==> src/rtl/dcr_pkg.sv <==
`timescale 1ns / 1ps
// ----------------------------------------------------------------------------
// dcr_pkg: shared types and constants of the DCT coefficient requantizer
// Holds the payload structs, the target intra matrix, the quality scale
// table and the widths of the pipelined divider.
// ----------------------------------------------------------------------------
package dcr_pkg;

	localparam int BLOCK_ENTRIES = 64;
	localparam int NUM_W = 27;
	localparam int QUO_W = 17;
	localparam int DIV_W = 8;
	localparam int SCALE_W = 13;
	localparam int X_W = 18;
	localparam int DIV_STEPS = QUO_W;

	localparam logic REQ_LOAD = 1'b0;
	localparam logic REQ_COEF = 1'b1;

	localparam logic [6:0] QUALITY_RESET = 7'd10;

	// Division by 100 through a reciprocal, exact for operands below 25600.
	localparam logic [X_W-1:0] DIVISOR_CLAMP_X = 18'd25600;
	localparam logic [15:0] RECIP_100 = 16'd41944;
	localparam int RECIP_SHIFT = 22;
	localparam logic [X_W-1:0] ROUND_BIAS = 18'd50;
	localparam logic [DIV_W-1:0] DIVISOR_MAX = 8'd255;
	localparam logic [DIV_W-1:0] DIVISOR_MIN = 8'd1;

	localparam logic [QUO_W-1:0] POS_LIMIT = 17'd32767;
	localparam logic [QUO_W-1:0] NEG_LIMIT = 17'd32768;

	localparam logic [5:0] INTRA_MATRIX [BLOCK_ENTRIES] = '{
		6'd8,  6'd17, 6'd18, 6'd19, 6'd21, 6'd23, 6'd25, 6'd27,
		6'd17, 6'd18, 6'd19, 6'd21, 6'd23, 6'd25, 6'd27, 6'd28,
		6'd20, 6'd21, 6'd22, 6'd23, 6'd24, 6'd26, 6'd28, 6'd30,
		6'd21, 6'd22, 6'd23, 6'd24, 6'd26, 6'd28, 6'd30, 6'd32,
		6'd22, 6'd23, 6'd24, 6'd26, 6'd28, 6'd30, 6'd32, 6'd35,
		6'd23, 6'd24, 6'd26, 6'd28, 6'd30, 6'd32, 6'd35, 6'd38,
		6'd25, 6'd26, 6'd28, 6'd30, 6'd32, 6'd35, 6'd38, 6'd41,
		6'd27, 6'd28, 6'd30, 6'd32, 6'd35, 6'd38, 6'd41, 6'd45
	};

	typedef struct packed {
		logic              req_type;
		logic [1:0]        table_select;
		logic [5:0]        coef_index;
		logic [15:0]       quant_entry;
		logic signed [11:0] coef_value;
	} req_t;

	typedef struct packed {
		logic signed [15:0] coef_out;
		logic               saturated;
	} rsp_t;

	typedef struct packed {
		logic [NUM_W-1:0] num;
		logic [DIV_W-1:0] divisor;
		logic             neg;
	} div_in_t;

	typedef struct packed {
		logic [QUO_W-1:0] quo;
		logic             neg;
		logic             big;
	} div_out_t;

	// Scale of the target matrix; quality 0 acts as 1 and above 100 as 100.
	function automatic logic [SCALE_W-1:0] scale_of(input logic [6:0] q);
		logic [SCALE_W-1:0] s;
		s = '0;
		priority if (q == 7'd0) begin
			s = 13'd5000;
		end else if (q >= 7'd100) begin
			s = 13'd0;
		end else if (q >= 7'd50) begin
			s = 13'd200 - {5'd0, q, 1'b0};
		end else begin
			unique case (q)
				7'd1:  s = 13'd5000;
				7'd2:  s = 13'd2500;
				7'd3:  s = 13'd1666;
				7'd4:  s = 13'd1250;
				7'd5:  s = 13'd1000;
				7'd6:  s = 13'd833;
				7'd7:  s = 13'd714;
				7'd8:  s = 13'd625;
				7'd9:  s = 13'd555;
				7'd10: s = 13'd500;
				7'd11: s = 13'd454;
				7'd12: s = 13'd416;
				7'd13: s = 13'd384;
				7'd14: s = 13'd357;
				7'd15: s = 13'd333;
				7'd16: s = 13'd312;
				7'd17: s = 13'd294;
				7'd18: s = 13'd277;
				7'd19: s = 13'd263;
				7'd20: s = 13'd250;
				7'd21: s = 13'd238;
				7'd22: s = 13'd227;
				7'd23: s = 13'd217;
				7'd24: s = 13'd208;
				7'd25: s = 13'd200;
				7'd26: s = 13'd192;
				7'd27: s = 13'd185;
				7'd28: s = 13'd178;
				7'd29: s = 13'd172;
				7'd30: s = 13'd166;
				7'd31: s = 13'd161;
				7'd32: s = 13'd156;
				7'd33: s = 13'd151;
				7'd34: s = 13'd147;
				7'd35: s = 13'd142;
				7'd36: s = 13'd138;
				7'd37: s = 13'd135;
				7'd38: s = 13'd131;
				7'd39: s = 13'd128;
				7'd40: s = 13'd125;
				7'd41: s = 13'd121;
				7'd42: s = 13'd119;
				7'd43: s = 13'd116;
				7'd44: s = 13'd113;
				7'd45: s = 13'd111;
				7'd46: s = 13'd108;
				7'd47: s = 13'd106;
				7'd48: s = 13'd104;
				7'd49: s = 13'd102;
				default: s = 13'd0;
			endcase
		end
		return s;
	endfunction

endpackage

==> src/rtl/dcr_divider.sv <==
`timescale 1ns / 1ps
// ----------------------------------------------------------------------------
// dcr_divider: pipelined restoring divider
// Produces one quotient bit per stage, most significant first, with its own
// valid and ready chain so that bubbles collapse under a stall.
// ----------------------------------------------------------------------------
module dcr_divider (
	input  logic              clk,
	input  logic              arst_n,
	input  logic              in_valid,
	output logic              in_ready,
	input  dcr_pkg::div_in_t  in_data,
	output logic              out_valid,
	input  logic              out_ready,
	output dcr_pkg::div_out_t out_data
);
	import dcr_pkg::*;

	logic             dv_s   [DIV_STEPS];
	logic             rdy    [DIV_STEPS];
	logic [NUM_W-1:0] rem_s  [DIV_STEPS];
	logic [QUO_W-1:0] quo_s  [DIV_STEPS];
	logic [DIV_W-1:0] dvs_s  [DIV_STEPS];
	logic             neg_s  [DIV_STEPS];
	logic             big_s  [DIV_STEPS];

	for (genvar k = 0; k < DIV_STEPS; k++) begin : g_stage
		localparam int BIT = DIV_STEPS - 1 - k;
		logic             v_in;
		logic [NUM_W-1:0] rem_in;
		logic [QUO_W-1:0] quo_in;
		logic [DIV_W-1:0] d_in;
		logic             neg_in;
		logic             big_in;
		logic             rdy_next;
		logic [NUM_W-1:0] sub_val;
		logic             ge;

		if (k == 0) begin : g_first
			assign v_in   = in_valid;
			assign rem_in = in_data.num;
			assign quo_in = '0;
			assign d_in   = in_data.divisor;
			assign neg_in = in_data.neg;
			// A quotient too wide for the stages always saturates.
			assign big_in = in_data.num >= (NUM_W'(in_data.divisor) << QUO_W);
		end else begin : g_next
			assign v_in   = dv_s[k-1];
			assign rem_in = rem_s[k-1];
			assign quo_in = quo_s[k-1];
			assign d_in   = dvs_s[k-1];
			assign neg_in = neg_s[k-1];
			assign big_in = big_s[k-1];
		end

		if (k == DIV_STEPS - 1) begin : g_last
			assign rdy_next = out_ready;
		end else begin : g_mid
			assign rdy_next = rdy[k+1];
		end

		assign rdy[k]  = !dv_s[k] || rdy_next;
		assign sub_val = NUM_W'(d_in) << BIT;
		assign ge      = rem_in >= sub_val;

		always_ff @(posedge clk or negedge arst_n) begin
			if (!arst_n) begin
				dv_s[k] <= 1'b0;
			end else if (rdy[k]) begin
				dv_s[k] <= v_in;
			end
		end

		always_ff @(posedge clk) begin
			if (rdy[k]) begin
				rem_s[k] <= ge ? rem_in - sub_val : rem_in;
				quo_s[k] <= quo_in | (QUO_W'(ge) << BIT);
				dvs_s[k] <= d_in;
				neg_s[k] <= neg_in;
				big_s[k] <= big_in;
			end
		end
	end

	assign in_ready      = rdy[0];
	assign out_valid     = dv_s[DIV_STEPS-1];
	assign out_data.quo  = quo_s[DIV_STEPS-1];
	assign out_data.neg  = neg_s[DIV_STEPS-1];
	assign out_data.big  = big_s[DIV_STEPS-1];

endmodule

==> config.mk <==
export PLATFORM = sky130hd
export DESIGN_NAME = dcr_divider
export DESIGN_NICKNAME = d
export VERILOG_FILES = /design/src/rtl/dcr_pkg.sv /design/src/rtl/dcr_divider.sv
export SDC_FILE = /design/constraint.sdc
export NUM_CORES = 1
export LEC_CHECK = 0
export BUFFER_PORTS_ARGS = -buffer_cell sky130_fd_sc_hd__buf_4
export CORE_MARGIN = 3
export CORE_UTILIZATION = 25
export DETAILED_ROUTE_END_ITERATION = 16
export MAX_ROUTING_LAYER = met4
export SETUP_SLACK_MARGIN = 0.2
export SYNTH_ARGS = -nofsm -noshare
export SYNTH_HDL_FRONTEND = slang
export SYNTH_SLANG_ARGS = --single-unit
==> constraint.sdc <==
create_clock -name clk -period 10.4 [get_ports clk]
set_clock_uncertainty 0.15 [all_clocks]
set_input_delay 0 -clock clk [delete_from_list [all_inputs] [get_ports clk]]
set_output_delay 0 -clock clk [all_outputs]
set_load 0.01 [all_outputs]
==> impl_metrics.prom <==
# TYPE chip_impl_metric gauge
chip_impl_info{name="status",value="finished, final reports clean"} 1
chip_impl_metric{name="die_w",unit="microns"} 379.8
chip_impl_metric{name="synth_cell_type_count",unit=""} 73
chip_impl_metric{name="worstSkewPairLatency",unit="ns"} 0.65
chip_impl_metric{name="synth_edf_count",unit=""} 747
chip_impl_metric{name="die_y",unit="microns"} 379.8
chip_impl_info{name="root_cell_of_the_clock_tree",value="sky130_fd_sc_hd__clkbuf_16"} 1
chip_impl_metric{name="initial_utilization",unit=""} 0.2528
chip_impl_metric{name="num-nets-final",unit=""} 2971
chip_impl_metric{name="post_synth_mux_area_share",unit=""} 0.01451
chip_impl_metric{name="grt_pass1_wl",unit="microns"} 103600
chip_impl_metric{name="placement.io_buffers",unit=""} 60
chip_impl_metric{name="drive_above_1_share",unit=""} 0.09947
chip_impl_info{name="synth_top_cells_by_area",value="sky130_fd_sc_hd__edfxtp_1 (64%), sky130_fd_sc_hd__ha_1 (5.2%), sky130_fd_sc_hd__xor2_1 (2.6%), sky130_fd_sc_hd__xnor2_1 (2.4%), sky130_fd_sc_hd__inv_1 (1.9%)"} 1
chip_impl_info{name="hold_path_class",value="in -> reg"} 1
chip_impl_metric{name="detailedPlacementHpwl",unit="microns"} 47680
chip_impl_metric{name="cts-root-to-sink-buffers",unit=""} 3
chip_impl_metric{name="mappedNetlistNets",unit=""} 2775
chip_impl_metric{name="core_region_area",unit="sq um"} 138200
chip_impl_info{name="crit_path_start_kind",value="flip-flop"} 1
chip_impl_metric{name="synthSimpleGateAreaFrac",unit=""} 0.1225
chip_impl_metric{name="grt_pass1_vias",unit=""} 20518
chip_impl_info{name="worst_r2r_endpoint",value="rem_s[0][361]"} 1
chip_impl_metric{name="synth.avg_cell_area",unit="sq um"} 13.56
chip_impl_metric{name="antenna_left",unit=""} 0
chip_impl_metric{name="numClockSinks",unit=""} 764
chip_impl_metric{name="maxcap_violations",unit=""} 0
chip_impl_metric{name="drc",unit=""} 0
chip_impl_metric{name="final-max-slew-violation-count",unit=""} 0
chip_impl_info{name="largest_family_of_logic_cells_by_synthesized_area",value="simple AND/OR/NAND/NOR gates"} 1
chip_impl_metric{name="async_reset_ff_frac",unit=""} 0.02225
chip_impl_metric{name="n_antenna_cell",unit=""} 0
chip_impl_metric{name="synth.top_cell.area_share",unit=""} 0.6422
chip_impl_metric{name="timing.critical_path.fanout_max",unit=""} 22
chip_impl_info{name="cp-startpoint",value="rem_s[0][329]"} 1
chip_impl_metric{name="iter_0_drt_violations",unit=""} 1081
chip_impl_metric{name="totalNegativeSetupSlack",unit="ns"} 0
chip_impl_metric{name="detailroute.via_count",unit=""} 20205
chip_impl_metric{name="clkSlewWorstSetupHoldPaths",unit="ns"} 0.07
chip_impl_metric{name="maxClockFrequency",unit="MHz"} 280.6
chip_impl_info{name="dominantRegCellSynth",value="sky130_fd_sc_hd__edfxtp_1"} 1
chip_impl_metric{name="synth_area_in_adders",unit=""} 0.06075
chip_impl_metric{name="maxSlewHeadroom",unit=""} 0.2429
chip_impl_info{name="end_kind",value="flip-flop"} 1
chip_impl_info{name="cts_tree",value="yes"} 1
chip_impl_metric{name="number_of_warning_messages_in_the_yosys_log",unit=""} 0
chip_impl_metric{name="grt.overflow.total",unit=""} 0
chip_impl_metric{name="place.detailed.instances",unit=""} 4484
chip_impl_metric{name="final_hold_slack",unit="ns"} 0.1075
chip_impl_metric{name="synth-seq-cells",unit=""} 764
chip_impl_metric{name="reg2reg_setup_slack",unit="ns"} 6.84
chip_impl_metric{name="tritoncts.num_buffers",unit=""} 76
chip_impl_metric{name="avgViaCountPerCell",unit=""} 4.301
chip_impl_metric{name="synth_xor_xnor_area_share",unit=""} 0.05015
chip_impl_metric{name="post_synth_inst_count",unit=""} 2575
chip_impl_metric{name="finalCritPeriodShare",unit=""} 0.3426
chip_impl_metric{name="clock_tree.htree_level_count",unit=""} 3
chip_impl_info{name="critPathKind",value="reg -> reg"} 1
chip_impl_metric{name="worst_ir_drop_vdd",unit="mV"} 0.1304
chip_impl_metric{name="post_cts.resized_instances",unit=""} 0
chip_impl_info{name="post-synth-top-area-cell",value="sky130_fd_sc_hd__edfxtp_1"} 1
chip_impl_metric{name="antenna_found_initial",unit=""} 1
chip_impl_metric{name="detail_route.wirelength",unit="microns"} 64370
chip_impl_metric{name="timing_hold_violations_final",unit=""} 0
chip_impl_metric{name="maximum_number_of_pins_on_one_net_before_global_route_repair",unit=""} 52
chip_impl_metric{name="pre_cts_slack",unit="ns"} 6.882
chip_impl_metric{name="power_leakage",unit="nW"} 14.60
chip_impl_metric{name="cp.arrival",unit="ns"} 3.79
chip_impl_metric{name="final_number_of_setup_violating_endpoints",unit=""} 0
chip_impl_metric{name="ios",unit=""} 61
chip_impl_metric{name="num_rows",unit=""} 136
chip_impl_metric{name="area_fraction_in_compound_gates_after_synthesis",unit=""} 0.07418
chip_impl_metric{name="detailedRoute.firstPassIterationCount",unit=""} 5
chip_impl_metric{name="area_of_the_die",unit="sq um"} 144200
chip_impl_metric{name="routabilityCongestion",unit=""} 0.8809
chip_impl_metric{name="synth-seq-area-share",unit=""} 0.6544
chip_impl_metric{name="critical_path_required",unit="ns"} 10.63
chip_impl_metric{name="worst-r2r-cell-count",unit=""} 6
chip_impl_info{name="crit_path_end",value="rem_s[0][361]"} 1
chip_impl_metric{name="tightest_slew",unit="ns"} 1.132
chip_impl_metric{name="final_cells",unit=""} 4698
chip_impl_metric{name="minimum_setup_slack_in_the_final_design",unit="ns"} 6.836
chip_impl_metric{name="area_delta_synth_final",unit="%"} 17.25
chip_impl_metric{name="finalCriticalPeriod",unit="ns"} 3.564
chip_impl_metric{name="syn-cell-area",unit="sq um"} 34930
chip_impl_metric{name="utilization",unit=""} 0.2964
chip_impl_info{name="grt_setup_unrepaired",value="false"} 1
chip_impl_metric{name="power_per_cell_area",unit="nW/um^2"} 263.6
chip_impl_metric{name="drt-wirelength-per-cell",unit="microns"} 13.70
chip_impl_info{name="timing.rr.start",value="rem_s[0][329]"} 1
chip_impl_metric{name="grtUsageTotal",unit=""} 0.08972
report_power, final:
part / switching, mW / leakage (nW) / internal, mW
Clock: 1.16 / 1.21 / 1.58
Combinational: 1.63 / 5.85 / 1.37
Sequential: 0.563 / 7.55 / 4.49
Total: 3.35 / 14.6 / 7.44
worst min-delay path by stage:
stage	from	endpoint	slack (ns)	cells after the start
after floorplan	arst_n	g_stage[10].v_in	-0.45	0
after global placement	arst_n	g_stage[1].v_in	-0.25	1
after detailed placement	arst_n	g_stage[1].v_in	-0.24	1
after CTS	in_data[25]	rem_s[0][16]	0.04	4
after global routing	in_data[27]	rem_s[0][18]	0.10	4
final	in_data[29]	rem_s[0][20]	0.11	4
metrics by stage:
step / power (mW) / instance area (sq um)
finish: 10.79 / 40960
global route: 11.48 / 40960
CTS: 10.90 / 40960
detailed placement: 8.083 / 37730
global placement: 8.010 / 37730
floorplan: 7.262 / 34930
sequential cells by signal, summed over array words and instances, names as in the netlist:
register / flops
big_s: 17
dvs_s: 128
neg_s: 17
quo_s: 153
g_stage.v_in: 16
out_valid: 1
rem_s: 432
cell usage in the layout (no fill, tap or decap), types with 12 or more instances in the layout:
| cell | n |
|---|---|
| sky130_fd_sc_hd__a211oi_1 | 15 |
| sky130_fd_sc_hd__a21o_1 | 19 |
| sky130_fd_sc_hd__a21oi_1 | 87 |
| sky130_fd_sc_hd__buf_4 | 77 |
| sky130_fd_sc_hd__clkbuf_16 | 78 |
| sky130_fd_sc_hd__clkinv_1 | 17 |
| sky130_fd_sc_hd__clkinv_2 | 13 |
| sky130_fd_sc_hd__dfrtp_1 | 17 |
| sky130_fd_sc_hd__dlygate4sd3_1 | 72 |
| sky130_fd_sc_hd__edfxtp_1 | 747 |
| sky130_fd_sc_hd__fa_1 | 16 |
| sky130_fd_sc_hd__ha_1 | 144 |
| sky130_fd_sc_hd__inv_1 | 178 |
| sky130_fd_sc_hd__mux2_2 | 37 |
| sky130_fd_sc_hd__nand2_1 | 128 |
| sky130_fd_sc_hd__nand2b_1 | 54 |
| sky130_fd_sc_hd__nand3_1 | 34 |
| sky130_fd_sc_hd__nand3b_1 | 13 |
| sky130_fd_sc_hd__nand4_1 | 34 |
| sky130_fd_sc_hd__nand4b_1 | 14 |
| sky130_fd_sc_hd__nor2_1 | 171 |
| sky130_fd_sc_hd__nor2b_1 | 35 |
| sky130_fd_sc_hd__nor3_1 | 86 |
| sky130_fd_sc_hd__nor4_1 | 63 |
| sky130_fd_sc_hd__o21a_1 | 45 |
| sky130_fd_sc_hd__o21ai_0 | 129 |
| sky130_fd_sc_hd__o31a_1 | 22 |
| sky130_fd_sc_hd__o31ai_1 | 26 |
| sky130_fd_sc_hd__or2_2 | 12 |
| sky130_fd_sc_hd__or3_1 | 37 |
| sky130_fd_sc_hd__or4_1 | 32 |
| sky130_fd_sc_hd__xnor2_1 | 97 |
| sky130_fd_sc_hd__xor2_1 | 103 |
worst max-delay path: stages, from the launching register on:
cell,delay (ns)
sky130_fd_sc_hd__edfxtp_1,0.41
sky130_fd_sc_hd__ha_1,0.38
sky130_fd_sc_hd__nor2b_1,0.17
sky130_fd_sc_hd__o31a_1,0.29
sky130_fd_sc_hd__o32ai_1,0.61
sky130_fd_sc_hd__nand3_1,0.77
sky130_fd_sc_hd__mux2_2,0.52
logic make-up (layout without fill, tap and decap cells):
family                   count (synthesis)  count (layout)
buffers and inverters                  213             473
multiplexers                            46              46
AO/OA/AOI/OAI                          404             404
flip-flops                             764             764
XOR/XNOR                               200             200
adder cells (fa/ha/maj)                160             160
AND/OR/NAND/NOR                        788             788
synth_stat cells (all sizes together) (37+ instances only):
master	n
nand3	37
o21a	45
o21ai	130
nor4	63
or3	38
mux2	37
xor2	103
a21oi	87
nor2	171
inv	181
nor3	86
edfxtp	747
ha	144
nand2	133
nand2b	54
xnor2	97
metal layers:
layer | vias up | track usage | part of all wire | wire [microns]
li1 | 10106 | - | - | -
met4 | 0 | 0.04146 | 0.043 | 2754
met2 | 377 | 0.1643 | 0.53 | 33860
met5 | - | - | 0 | 0
met1 | 9556 | 0.09239 | 0.40 | 25630
met3 | 166 | 0.01697 | 0.033 | 2131
what timing repair did:
| item | in CTS | in global routing |
|---|---|---|
| hold buffers | 72 | 0 |
| endpoints found under the hold margin | 96 | 0 |
| buffers inserted | 0 | 0 |
area by class of cell:
cell class	count	area [sq um]
repair buffers	149	1299
multi-input cells	1598	11280
clock inverters	53	508.0
fillers	13868	97220
inverters	182	683.2
well taps	1863	2331
clock buffers	89	1993
flip-flops and latches	764	22860
Power figures use the tool's default switching activity.
